File: config.mk
export PLATFORM = sky130hd
export DESIGN_NAME = ble_adv_crc_whiten_encoder_top
export DESIGN_NICKNAME = d
export VERILOG_FILES = /design/src/rtl/core/ble_cw_pkg.sv /design/src/rtl/core/ble_cw_byte_path.sv /design/src/rtl/core/ble_adv_crc_whiten_encoder_top.sv
export SDC_FILE = /design/constraint.sdc
export NUM_CORES = 1
export LEC_CHECK = 0
export BUFFER_PORTS_ARGS = -buffer_cell sky130_fd_sc_hd__buf_2
export CAP_MARGIN = 10
export CORE_ASPECT_RATIO = 1.75
export CORE_MARGIN = 2
export CORE_UTILIZATION = 34
export CTS_BUF_LIST = sky130_fd_sc_hd__clkbuf_16
export CTS_CLUSTER_SIZE = 40
export DETAILED_ROUTE_END_ITERATION = 10
export PLACE_DENSITY = 0.55
export SETUP_SLACK_MARGIN = 0.1
export SLEW_MARGIN = 20
export SYNTH_ARGS = -nofsm -noshare
export SYNTH_HDL_FRONTEND = slang
export SYNTH_SLANG_ARGS = --single-unit
File: constraint.sdc
create_clock -name clk_i -period 2.58 [get_ports clk_i]
set_clock_uncertainty 0.15 [all_clocks]
set_input_delay 0.774 -clock clk_i [delete_from_list [all_inputs] [get_ports clk_i]]
set_output_delay 0.774 -clock clk_i [all_outputs]
set_load 0.03 [all_outputs]
File: src/rtl/core/ble_cw_pkg.sv
// Package for the BLE CRC-24 / whitening encoder: constants, types, LFSR functions.
// No dependencies.
package ble_cw_pkg;

  localparam int unsigned ByteW = 8;
  localparam int unsigned CrcW  = 24;
  localparam int unsigned ChanW = 6;

  localparam logic [CrcW-1:0]  CrcInit   = 24'h555555;
  localparam logic [CrcW-1:0]  CrcTaps   = 24'h00065B;
  localparam logic [ByteW-1:0] WhtTaps   = 8'h11;
  localparam logic [ByteW-1:0] SeedForce = 8'h02;
  localparam logic [ChanW-1:0] ChanReset = 6'd37;

  // CRC bytes left to send after the last data word
  localparam logic [1:0] TailHi  = 2'd3;
  localparam logic [1:0] TailMid = 2'd2;
  localparam logic [1:0] TailLo  = 2'd1;
  localparam logic [1:0] TailNone = 2'd0;

  typedef struct packed {
    logic       tail;
    logic [1:0] cnt;
  } path_ctl_t;

  typedef struct packed {
    logic [ByteW-1:0] state;
    logic [ByteW-1:0] data;
  } wht_res_t;

  function automatic logic [ByteW-1:0] rev8(input logic [ByteW-1:0] a);
    logic [ByteW-1:0] r;
    for (int i = 0; i < ByteW; i++) begin
      r[ByteW-1-i] = a[i];
    end
    return r;
  endfunction

  function automatic logic [ByteW-1:0] seed_of(input logic [ChanW-1:0] chan);
    return rev8({2'b00, chan}) | SeedForce;
  endfunction

  function automatic logic [CrcW-1:0] crc_byte(input logic [CrcW-1:0] crc,
                                                input logic [ByteW-1:0] d);
    logic [CrcW-1:0] c;
    logic            fb;
    c = crc;
    for (int i = 0; i < ByteW; i++) begin
      fb = c[CrcW-1] ^ d[i];
      c  = {c[CrcW-2:0], 1'b0};
      if (fb) begin
        c = c ^ CrcTaps;
      end
    end
    return c;
  endfunction

  function automatic wht_res_t whiten_byte(input logic [ByteW-1:0] w,
                                           input logic [ByteW-1:0] d);
    wht_res_t r;
    r.state = w;
    r.data  = d;
    for (int i = 0; i < ByteW; i++) begin
      if (r.state[ByteW-1]) begin
        r.state   = r.state ^ WhtTaps;
        r.data[i] = ~r.data[i];
      end
      r.state = {r.state[ByteW-2:0], 1'b0};
    end
    return r;
  endfunction

endpackage

File: src/rtl/core/ble_cw_byte_path.sv
// Per-word datapath: CRC update of a data word and whitening of a data or CRC word.
// Depends on ble_cw_pkg.
module ble_cw_byte_path import ble_cw_pkg::*; (
  input  logic [CrcW-1:0]  crc_i,
  input  logic [ByteW-1:0] wht_i,
  input  logic [ByteW-1:0] data_i,
  input  path_ctl_t        ctl_i,
  output logic [CrcW-1:0]  crc_o,
  output logic [ByteW-1:0] wht_o,
  output logic [ByteW-1:0] byte_o
);

  logic [ByteW-1:0] crc_sel;
  logic [ByteW-1:0] src;
  wht_res_t         wres;

  always_comb begin
    case (ctl_i.cnt)
      TailHi:  crc_sel = crc_i[23:16];
      TailMid: crc_sel = crc_i[15:8];
      default: crc_sel = crc_i[7:0];
    endcase
    src    = ctl_i.tail ? rev8(crc_sel) : data_i;
    wres   = whiten_byte(wht_i, src);
    wht_o  = wres.state;
    byte_o = wres.data;
    crc_o  = crc_byte(crc_i, data_i);
  end

endmodule

File: src/rtl/core/ble_adv_crc_whiten_encoder_top.sv
// BLE CRC-24 and whitening encoder, top level with state and output registers.
// Depends on ble_cw_pkg and ble_cw_byte_path.
//
// Input channel (in_valid_i/in_ready_o) takes one packet word per cycle while
// in_ready_o is high, with last_in_i marking the final header/payload word.
// Output channel (out_valid_o/out_ready_i) gives each whitened word; after the
// last data word three whitened, bit-reversed CRC words follow, high byte first,
// the third with last_out_o set.
// A result is registered and appears in the cycle after its word is accepted.
// Data words are taken one per cycle unless the output stalls or a CRC tail is
// pending; a word with last_in_i set is followed in the output register by three
// CRC words, and in_ready_o stays low while these are being loaded.
// cfg_we_i writes the channel (cfg_wdata_i) and reseeds both LFSRs at once.
// Reset: channel 37, CRC 0x555555, whitening seed of channel 37, output empty.
// When the receiver stalls, the output word holds and in_ready_o drops until
// the output register can be reloaded.
module ble_adv_crc_whiten_encoder_top import ble_cw_pkg::*; (
  input  logic             clk_i,
  input  logic             rst_ni,
  input  logic             in_valid_i,
  output logic             in_ready_o,
  input  logic [ByteW-1:0] data_byte_i,
  input  logic             last_in_i,
  output logic             out_valid_o,
  input  logic             out_ready_i,
  output logic [ByteW-1:0] out_byte_o,
  output logic             last_out_o,
  input  logic             cfg_we_i,
  input  logic [ChanW-1:0] cfg_wdata_i
);

  logic [CrcW-1:0]  crc_q, crc_d;
  logic [ByteW-1:0] wht_q, wht_d;
  logic [ChanW-1:0] chan_q, chan_d;
  logic [1:0]       cnt_q, cnt_d;
  logic             ov_q, ov_d;
  logic [ByteW-1:0] ob_q, ob_d;
  logic             ol_q, ol_d;

  logic             load_ok, accept, tail_go;
  path_ctl_t        ctl;
  logic [CrcW-1:0]  p_crc;
  logic [ByteW-1:0] p_wht, p_byte;

  assign load_ok    = !ov_q || out_ready_i;
  assign in_ready_o = load_ok && (cnt_q == TailNone);
  assign accept     = in_valid_i && in_ready_o;
  assign tail_go    = load_ok && (cnt_q != TailNone);
  assign ctl.tail   = cnt_q != TailNone;
  assign ctl.cnt    = cnt_q;

  ble_cw_byte_path u_path (
    .crc_i  (crc_q),
    .wht_i  (wht_q),
    .data_i (data_byte_i),
    .ctl_i  (ctl),
    .crc_o  (p_crc),
    .wht_o  (p_wht),
    .byte_o (p_byte)
  );

  always_comb begin
    crc_d  = crc_q;
    wht_d  = wht_q;
    chan_d = chan_q;
    cnt_d  = cnt_q;
    ov_d   = ov_q && !out_ready_i;
    ob_d   = ob_q;
    ol_d   = ol_q;
    if (accept) begin
      crc_d = p_crc;
      wht_d = p_wht;
      ob_d  = p_byte;
      ol_d  = 1'b0;
      ov_d  = 1'b1;
      cnt_d = last_in_i ? TailHi : TailNone;
    end else if (tail_go) begin
      wht_d = p_wht;
      ob_d  = p_byte;
      ol_d  = (cnt_q == TailLo);
      ov_d  = 1'b1;
      cnt_d = cnt_q - 2'd1;
      if (cnt_q == TailLo) begin
        crc_d = CrcInit;
        wht_d = seed_of(chan_q);
      end
    end
    if (cfg_we_i) begin
      chan_d = cfg_wdata_i;
      crc_d  = CrcInit;
      wht_d  = seed_of(cfg_wdata_i);
    end
  end

  always_ff @(posedge clk_i or negedge rst_ni) begin
    if (!rst_ni) begin
      crc_q  <= CrcInit;
      wht_q  <= seed_of(ChanReset);
      chan_q <= ChanReset;
      cnt_q  <= TailNone;
      ov_q   <= 1'b0;
    end else begin
      crc_q  <= crc_d;
      wht_q  <= wht_d;
      chan_q <= chan_d;
      cnt_q  <= cnt_d;
      ov_q   <= ov_d;
    end
  end

  always_ff @(posedge clk_i) begin
    ob_q <= ob_d;
    ol_q <= ol_d;
  end

  assign out_valid_o = ov_q;
  assign out_byte_o  = ob_q;
  assign last_out_o  = ol_q;

endmodule

Yosys cells after proc, flatten, opt, wreduce, memory -nomap -nowiden
Index checks and enable logic that the tools add are counted.
{"block": "totals", "inputBits": 20, "output_inout_bits": 11, "register_bits": 50}
{"block": "classes", "addsub": 1, "n_eq_ne": 3, "n_mux": 40, "bitwise_logic": 32, "reduce_logical": 13}
{"op": "24-bit 2-to-1 mux", "n": 4}
{"op": "11-bit 2-to-1 mux", "n": 8}
{"op": "8-bit 2-to-1 mux", "n": 7}
{"op": "7-bit inverter", "n": 8}
{"op": "5-bit 2-to-1 mux", "n": 7}
{"op": "2-bit inverter", "n": 8}
{"op": "8-bit case mux with 2 select lines", "n": 1}
{"op": "1-bit 2-to-1 mux", "n": 9}
{"op": "1-bit inverter", "n": 8}
{"op": "1-bit XOR", "n": 8}
{"op": "2-bit 2-to-1 mux", "n": 3}
{"op": "6-bit 2-to-1 mux", "n": 1}
{"op": "3-bit nonzero test", "n": 2}
{"op": "2-bit == test, second input constant", "n": 2}
{"op": "1-bit logical AND", "n": 4}
{"op": "2-bit nonzero test", "n": 2}
{"op": "2-bit by 1-bit == test with 1-bit output, second input constant", "n": 1}
{"op": "1-bit zero test", "n": 2}
{"op": "2-bit zero test", "n": 1}
{"op": "2-bit AND reduction", "n": 1}
{"op": "2-bit by 1-bit subtractor with 2-bit output, second input constant", "n": 1}
{"op": "1-bit logical OR", "n": 1}

Longest topological paths before layout
Gate-level depths: netlist of run 1.
{"block": "depth", "depth_word": 20, "mapped_depth": 8}

Modules after synthesis
Synthesis of run 1 repeated with hierarchy kept, for this count alone.
{"block": "hier_totals", "cells_unflattened": 259, "area_unflattened_um2": 2951.6}
{"module": "ble_adv_crc_whiten_encoder_top", "cells_each": 153, "area_per_inst_um2": 2025.7, "seq_area_each_um2": 1310.0, "n_inst": 1}
{"module": "ble_cw_byte_path", "cells_each": 106, "area_per_inst_um2": 925.9, "seq_area_each_um2": 0.0, "n_inst": 1}

Worst setup path before layout of run 1
Ideal clock, no wire load.
{"block": "synth_timing", "path_kind": "register -> output", "start": "register cnt_q[0]", "end": "output in_ready_o", "stages_incl_launch_ff": 6, "path_slack_ns": 0.300, "t_required_ns": 1.656, "arrival_ns": 1.356, "path_cell_list": "dfrtp_1 -> inv_1 -> ha_1 -> buf_2 -> clkbuf_1 -> and2_1"}
{"block": "synth_via", "elab_chain_cells": 2}
{"item": "start, declared", "line_no": "ble_adv_crc_whiten_encoder_top.sv:35", "source": "logic [1:0] cnt_q, cnt_d;"}
{"item": "start signal, assigned", "line_no": "ble_adv_crc_whiten_encoder_top.sv:100", "source": "cnt_q <= TailNone;"}
{"item": "start signal, assigned", "line_no": "ble_adv_crc_whiten_encoder_top.sv:106", "source": "cnt_q <= cnt_d;"}
{"item": "2-bit zero test", "line_no": "ble_adv_crc_whiten_encoder_top.sv:46", "source": "assign in_ready_o = load_ok && (cnt_q == TailNone);"}
{"item": "1-bit logical AND", "line_no": "ble_adv_crc_whiten_encoder_top.sv:46"}
{"item": "end, declared", "line_no": "ble_adv_crc_whiten_encoder_top.sv:21", "source": "output logic in_ready_o,"}
Every way passes these cells.

Final worst setup path of run 1
{"block": "layout_timing", "start": "input out_ready_i", "end": "output in_ready_o"}
{"block": "layout_via", "elab_chain_cells": 2}
{"item": "start, declared", "line_no": "ble_adv_crc_whiten_encoder_top.sv:25", "source": "input logic out_ready_i,"}
{"item": "1-bit logical OR", "line_no": "ble_adv_crc_whiten_encoder_top.sv:45", "source": "assign load_ok = !ov_q || out_ready_i;"}
{"item": "1-bit logical AND", "line_no": "ble_adv_crc_whiten_encoder_top.sv:46"}
Every way passes these cells.

==> summary.md, run 1 <==
| Metric | Value |
|---|---|
| Combinational share of power | `46.9%` |
| Most frequent cells after synthesis | `dfrtp_1, xnor2_1, dfstp_2` |
| Seq/Total Area, Yosys | `45.44%` |
| Top routing layer used | `met4` |
| Hold_buf cts | `0` |
| Multi-input gate area | `0.001426 mm2` |
| Vias per inst | `5.191` |
| Total of max-cap violations | `0` |
| Worst Setup Start Kind | `input port` |
| Sequential share of power | `34.1%` |
| Height of the die | `124.6 um` |
| Met3 wire length | `161 um` |
| Die area | `0.009091 mm2` |
| Clk buf depth | `2` |
| Critical path class | `in -> out` |
| First-pass GRT wire length | `10430 um` |
| Status | `complete, no violations` |
| Slew @ Worst Pin | `0.5353 ns` |
| Largest cells by area after synthesis | `dfrtp_1, dfstp_2, edfxtp_1` |
| Overflow after GRT | `0` |
| Static Leak | `1.487 nW` |
| Slew headroom | `64.31%` |
| Sw Share | `39.10%` |
| Synth area leader | `dfrtp_1` |
| CP Capture Type | `primary output` |
| Endpoints failing hold | `0` |
| Top cell type's share of synthesized area | `18.58%` |
| Average size of a mapped cell | `11.78 um2` |
| CP arrival | `1.33 ns` |
| Largest net degree at the start of global routing | `41` |
| Layout cells sized above 1 | `32.14%` |
| Hold Startpoint | `last_out_o` |
| Min-Delay Path Class | `reg -> reg` |
| Ys Warns | `0` |
| CTS sink cnt | `49` |
| CTS tree | `yes` |
| Post-cts resize count | `0` |
| Initial antenna violation count | `0` |
| Setup bufs post-CTS | `0` |
| Final slew viol count | `0` |
| Worst-Skew Late Latency | `0.30 ns` |
| Worst-path fanout max | `2` |
| Critical path required time | `1.66 ns` |
| CTS HTree Levels | `2` |
| Die W | `72.94 um` |
| Final Net Count | `303` |
| Internal | `0.002117 W` |
| Register area | `0.001285 mm2` |
| Gr usage total | `15.59%` |
| Number of synthesized flops with an enable pin | `8` |
| Post-synth ARST share | `81.63%` |
| Post-route ant nets | `0` |
| Final Cycle Share | `87.54%` |
| Switching power | `0.001359 W` |
| I/O pin cnt | `31` |
| Routed WL | `6505 um` |
| Reg-to-reg startpoint | `cnt_q[0]` |
| Final Setup Violations | `0` |
| CP startpoint | `out_ready_i` |
| Initial DRC count | `98` |
| Clock root cell | `clkbuf_16` |
| Predominant post-synthesis flop cell | `dfrtp_1` |
| Initial core utilization | `34.47%` |
| Wire per inst | `17.49 um` |
| PwrDens | `1054 mW/mm2` |
| Vias after detailed routing | `1931` |
| Post-DP HPWL | `4903 um` |
| Peak supply drop | `0.3792 mV` |
| Drt first pass iters | `6` |
| GPL Wtd Cong | `0.8285` |
| Worst hold slack | `0.3281 ns` |
| Fillers | `792` |
| Syn Inst Count | `240` |
| Met2 wire length | `3728 um` |
| Clock transition at path regs | `0.07 ns` |
| Minimum clock period | `2.259 ns` |
| Residual DRC | `0` |
| I/O Buffers | `30` |
| Unrepaired setup endpoints after global routing | `no` |
| Synthesized net count | `264` |
| Final TNS setup | `0 ns` |
| FP Rows | `44` |
| Met1 wire length | `2400 um` |
| Clk pwr share | `19.0%` |
| Vias in the first global route | `1970` |
| N_diodes | `0` |
| Synth Cell Area | `0.002828 mm2` |
| Fmax | `442.7 MHz` |
| Distinct cell type count of the synthesized netlist | `44` |
| Area growth syn-to-layout | `16.59%` |
| CTS Buf Count | `5` |
| Core Footprint | `0.008203 mm2` |
| Seq cells post-synth | `49` |
[per-stage QoR]
stage                     cells  instance area, um2  power [W]  util [%]  setup slack (ns)
after floorplan             240                2828   0.002377         -            0.2995
after global placement      364                3149   0.002839     38.39            0.2417
after detailed placement    364                3149   0.002847     38.39            0.2542
after CTS                   372                3297   0.003516     40.19            0.3139
after global routing        372                3297   0.003688     40.19            0.2363
final                       372                3297   0.003476     40.19            0.3214
[cell type report]
type / instances / area share (%)
multi-input cells: 162 / 43.26
flip-flops and latches: 49 / 38.98
repair buffers: 45 / 7.970
clock buffers: 5 / 3.795
well taps: 92 / 3.491
inverters: 16 / 1.822
clock inverters: 3 / 0.6831
[critical path, cell delays in order]
cell	delay, ns
buf_2	0.10
nand2b_1	0.14
and2_1	0.15
buf_2	0.17
[power groups by stage]
stage	clock, W	combinational, W	sequential [W]
2_1_floorplan	0	0.00106	0.00132
3_3_place_gp	0	0.00164	0.00120
3_5_place_dp	0	0.00165	0.00120
4_1_cts	0.000679	0.00165	0.00119
5_1_grt	0.000706	0.00177	0.00121
6_report	0.000661	0.00163	0.00118
[sequential cells by signal, summed over array words and instances, names as in the netlist]
name and cells:
chan_q 6, cnt_q 2, crc_q 24, last_out_o 1, out_byte_o 8, out_valid_o 1, wht_q 7
[placed cells by master, fill, tap and decap left out, types with 9 or more instances in the layout]
master,count
a22o_1,16
dfstp_2,19
buf_4,15
buf_2,30
xnor2_1,21
inv_1,16
a2bb2oi_1,9
xor2_1,18
a21oi_1,11
dfrtp_1,21
[kinds of logic (layout without fill, tap and decap cells)]
group	after synthesis	count (layout)	synth area share, %
AOI/OAI and AO/OA	70	70	18.50
xor gates and xnor gates	53	53	21.90
adders and majority gates	4	4	1.770
buffers and inverters	29	69	4.292
DFF	49	49	45.44
muxes	11	11	4.115
and+or+nand+nor	24	24	3.982
[metal layers]
| layer | global-route usage [%] | vias up |
|---|---|---|
| li1 | - | 929 |
| met3 | 2.832 | 9 |
| met5 | 0 | - |
| met2 | 28.50 | 38 |
| met4 | 8.170 | 0 |
| met1 | 16.08 | 955 |
[path summary, 6_finish.rpt]
check	end	slack [ns]	depth (start not counted)
max	in_ready_o	0.32	4
min	last_out_o	0.33	2
max reg2reg	crc_q[12]	0.43	7
min reg2reg	last_out_o	0.33	2
max in group asynchronous	chan_q[5]	1.51	2
min in group asynchronous	cnt_q[1]	0.38	2
No activity file was read; power rests on OpenSTA's default activity.
==> run 2, diff against run 1 <==
Settings changed: ABC_AREA set to 1.
==> run 2 against run 1 <==
Net effect:
- critical path depth up 1
- final area up 8.0%
- wire length up 29%
- clock-buffer cell count unchanged
- worst hold slack worse by 0.020 ns
- highest routed layer unchanged
- core utilization down 0.26 points
- combinational power up 13%
- largest cell class unchanged
==> summary.md, run 2 <==
| Metric | Value |
|---|---|
| Status | `complete, no violations (unchanged)` |
| Slew @ Worst Pin | `0.5495 ns (was 0.5353 ns)` |
| Largest cells by area after synthesis | `nand2_1, dfrtp_1, dfstp_2 (was dfrtp_1, dfstp_2, edfxtp_1)` |
| CP arrival | `1.46 ns (was 1.33 ns)` |
| Slew headroom | `63.37% (was 64.31%)` |
| Worst-Skew Late Latency | `0.30 ns (about the same)` |
| Buffers & Inverters on Critical Path | `3 (was 2)` |
| Largest net degree at the start of global routing | `41 (unchanged)` |
| Wire per inst | `15.13 um (was 17.49 um)` |
| Vias in the first global route | `2714 (was 1970)` |
| N_diodes | `0 (unchanged)` |
| Largest stage delay on the critical path | `0.40 ns (was 0.17 ns)` |
| Average size of a mapped cell | `7.711 um2 (was 11.78 um2)` |
| Synth area leader | `nand2_1 (was dfrtp_1)` |
| Min-Delay Path Class | `reg -> reg (unchanged)` |
| Critical path required time | `1.66 ns (about the same)` |
| Worst Setup Start Kind | `flop (was input port)` |
| First-pass GRT wire length | `13630 um (was 10430 um)` |
| Final Cycle Share | `92.35% (was 87.54%)` |
| Initial DRC count | `199 (was 98)` |
| Crit-path cells | `inv_1 > ha_4 > inv_6 > a21oi_4 > clkbuf_4 (was buf_2 > nand2b_1 > and2_1 > buf_2)` |
| Ys Warns | `0 (unchanged)` |
| Hold_buf cts | `0 (unchanged)` |
| Initial antenna violation count | `0 (unchanged)` |
| Seq cells post-synth | `49 (unchanged)` |
| Syn Inst Count | `400 (was 240)` |
| Peak supply drop | `0.5597 mV (was 0.3792 mV)` |
| Clock transition at path regs | `0.07 ns (about the same)` |
| Distinct cell type count of the synthesized netlist | `34 (was 44)` |
| Fillers | `927 (was 792)` |
| Commonest cells after routing, fill and taps aside | `nand2_1, inv_1, buf_2 (was buf_2, xnor2_1, dfrtp_1)` |
| Largest register by flop count | `crc_q (unchanged)` |
| GPL Wtd Cong | `0.8755 (was 0.8285)` |
| DP Area | `0.003357 mm2 (was 0.003149 mm2)` |
| Die W | `76.00 um (was 72.94 um)` |
| Cell with the most instances after synthesis | `nand2_1` |
| Core Footprint | `0.008921 mm2 (was 0.008203 mm2)` |
| FP Rows | `46 (was 44)` |
| Residual DRC | `0 (unchanged)` |
| Number of synthesized flops with an enable pin | `8 (unchanged)` |
| Synth Cell Area | `0.003084 mm2 (was 0.002828 mm2)` |
| Clock root cell | `clkbuf_16 (unchanged)` |
| CP Capture Type | `primary output (unchanged)` |
| Layout cells sized above 1 | `19.50% (was 32.14%)` |
| Final instance area | `0.003562 mm2 (was 0.003297 mm2)` |
| Vias per inst | `4.836 (was 5.191)` |
| Predominant post-synthesis flop cell | `dfrtp_1 (unchanged)` |
| Synthesized net count | `424 (was 264)` |
| Combinational share of power | `46.8% (was 46.9%)` |
| Minimum clock period | `2.383 ns (was 2.259 ns)` |
| Slowest CP cell | `dfrtp_1 (was buf_2)` |
| Static Leak | `1.806 nW (was 1.487 nW)` |
| Fmax | `419.7 MHz (was 442.7 MHz)` |
| Most common cell after layout, fill and taps aside | `nand2_1 (was buf_2)` |
| Sw Share | `42.05% (was 39.10%)` |
| Post-route ant nets | `0 (unchanged)` |
| Total of max-cap violations | `0 (unchanged)` |
| Initial core utilization | `34.57% (was 34.47%)` |
| Clk pwr share | `21.9% (was 19.0%)` |
| CTS Buf Count | `5 (unchanged)` |
| Internal | `0.002277 W (was 0.002117 W)` |
| Unrepaired setup endpoints after global routing | `no (unchanged)` |
| Routed WL | `8415 um (was 6505 um)` |
| Top cell type's share of synthesized area | `19.35% (was 18.58%)` |
| CTS sink cnt | `49 (unchanged)` |
| Final Setup Violations | `0 (unchanged)` |
| Critical path's top delay family | `buffers and inverters (was simple AND/OR/NAND/NOR gates)` |
| Switching power | `0.001652 W (was 0.001359 W)` |
| Post-synth ARST share | `81.63% (unchanged)` |
| Height of the die | `130.0 um (was 124.6 um)` |
| Critical path class | `reg -> out (was in -> out)` |
| Post-DP HPWL | `6379 um (was 4903 um)` |
| CTS HTree Levels | `2 (unchanged)` |
| Max reg flops | `24 (unchanged)` |
| Vias after detailed routing | `2689 (was 1931)` |
| Sequential share of power | `31.3% (was 34.1%)` |
| PwrDens | `1103 mW/mm2 (was 1054 mW/mm2)` |
| I/O pin cnt | `31 (unchanged)` |
| Die area | `0.009879 mm2 (was 0.009091 mm2)` |
| Seq/Total Area, Yosys | `41.66% (was 45.44%)` |
| Area growth syn-to-layout | `15.50% (was 16.59%)` |
| Final TNS setup | `0 ns (unchanged)` |
| Final slew viol count | `0 (unchanged)` |
| Clk buf depth | `2 (unchanged)` |
| Overflow after GRT | `0 (unchanged)` |
| Worst-path fanout max | `10 (was 2)` |
| Drt first pass iters | `7 (was 6)` |
| Most frequent cells after synthesis | `nand2_1, inv_1, o21ai_0 (was dfrtp_1, xnor2_1, dfstp_2)` |
| Endpoints failing hold | `0 (unchanged)` |
| Final Net Count | `459 (was 303)` |
| CTS tree | `yes (unchanged)` |
| I/O Buffers | `30 (unchanged)` |
| Gr usage total | `17.88% (was 15.59%)` |
[run 2: cell types whose count changed in the layout (fill, tap and decap cells not counted), moves of 8 or more]
cell / delta
nand2_1: +151
xnor2_1: -12
buf_4: -10
o21ai_0: +19
a2bb2oi_1: -9
a22o_1: -15
a211oi_1: -8
inv_1: +34
nand3_1: +18
[run 2: final cells by class]
| type | count | area (um2) | share of cell area, % |
|---|---|---|---|
| clock buffers | 5 | 125.1 | 3.512 |
| multi-input cells | 290 | 1534 | 43.06 |
| flip-flops and latches | 49 | 1285 | 36.07 |
| clock inverters | 3 | 65.06 | 1.826 |
| inverters | 54 | 212.7 | 5.971 |
| repair buffers | 35 | 190.2 | 5.339 |
| well taps | 120 | 150.1 | 4.215 |
[run 2: worst register-to-register path, cell delays in order, from the launching register on]
cell,delay [ns]
dfrtp_1,0.40
inv_1,0.15
ha_4,0.18
buf_4,0.19
nand2_1,0.11
nor2_4,0.16
nand2_4,0.13
inv_2,0.28
o21ai_0,0.16
a21oi_1,0.17
a21oi_2,0.04
[run 2: path summary, 6_finish.rpt]
check	from	to	slack, ns	depth (start not counted)
setup reg to reg	cnt_q[1]	crc_q[14]	0.41	10
hold reg to reg	last_out_o	last_out_o	0.31	2
hold / removal	last_out_o	last_out_o	0.31	2
min in group asynchronous	rst_ni	out_valid_o	0.39	2
max in group asynchronous	rst_ni	wht_q[2]	1.50	2
setup / recovery	cnt_q[1]	in_ready_o	0.20	5
[run 2: cell families (layout without fill, tap and decap cells)]
group	after synthesis	count (layout)	share of synthesized area [%]
compound gates	68	68	14.28
xor+xnor	27	27	7.667
fa+ha+maj	4	4	1.623
buf+inv	61	97	9.006
flops	49	49	41.66
simple gates	191	191	25.76
[run 2: routing by layer]
metal | share of wire (%) | routed length, um | GRT usage, %
met4 | 4.4 | 372 | 9.840
met1 | 37 | 3101 | 17.69
met3 | 3.6 | 303 | 2.628
met2 | 55 | 4638 | 35.50
met5 | 0 | 0 | 0
[run 2: repair_timing]
| item | 4_1_cts | 5_1_grt |
|---|---|---|
| buffers inserted | 0 | 0 |
| gates resized for setup | 1 | 3 |
| setup endpoints to repair | 1 | 1 |
[run 2: power groups by stage]
| stage | logic, W | registers, W | clock network [W] |
|---|---|---|---|
| after floorplan | 0.00117 | 0.00137 | 0 |
| after global placement | 0.00180 | 0.00124 | 0 |
| after detailed placement | 0.00182 | 0.00125 | 0 |
| after CTS | 0.00183 | 0.00123 | 0.000879 |
| after global routing | 0.00202 | 0.00126 | 0.000910 |
| final | 0.00184 | 0.00123 | 0.000861 |
[run 2: stage by stage]
step	hold slack, ns	utilization (%)	power, W	worst slack (ns)	std cells
2_1_floorplan	0.2864	-	0.002540	0.5261	400
3_3_place_gp	0.2990	37.63	0.003045	0.3408	548
3_5_place_dp	0.3029	37.63	0.003060	0.3212	548
4_1_cts	0.3137	39.79	0.003940	0.1167	556
5_1_grt	0.3314	39.93	0.004194	0.1372	556
6_report	0.3080	39.93	0.003929	0.1973	556
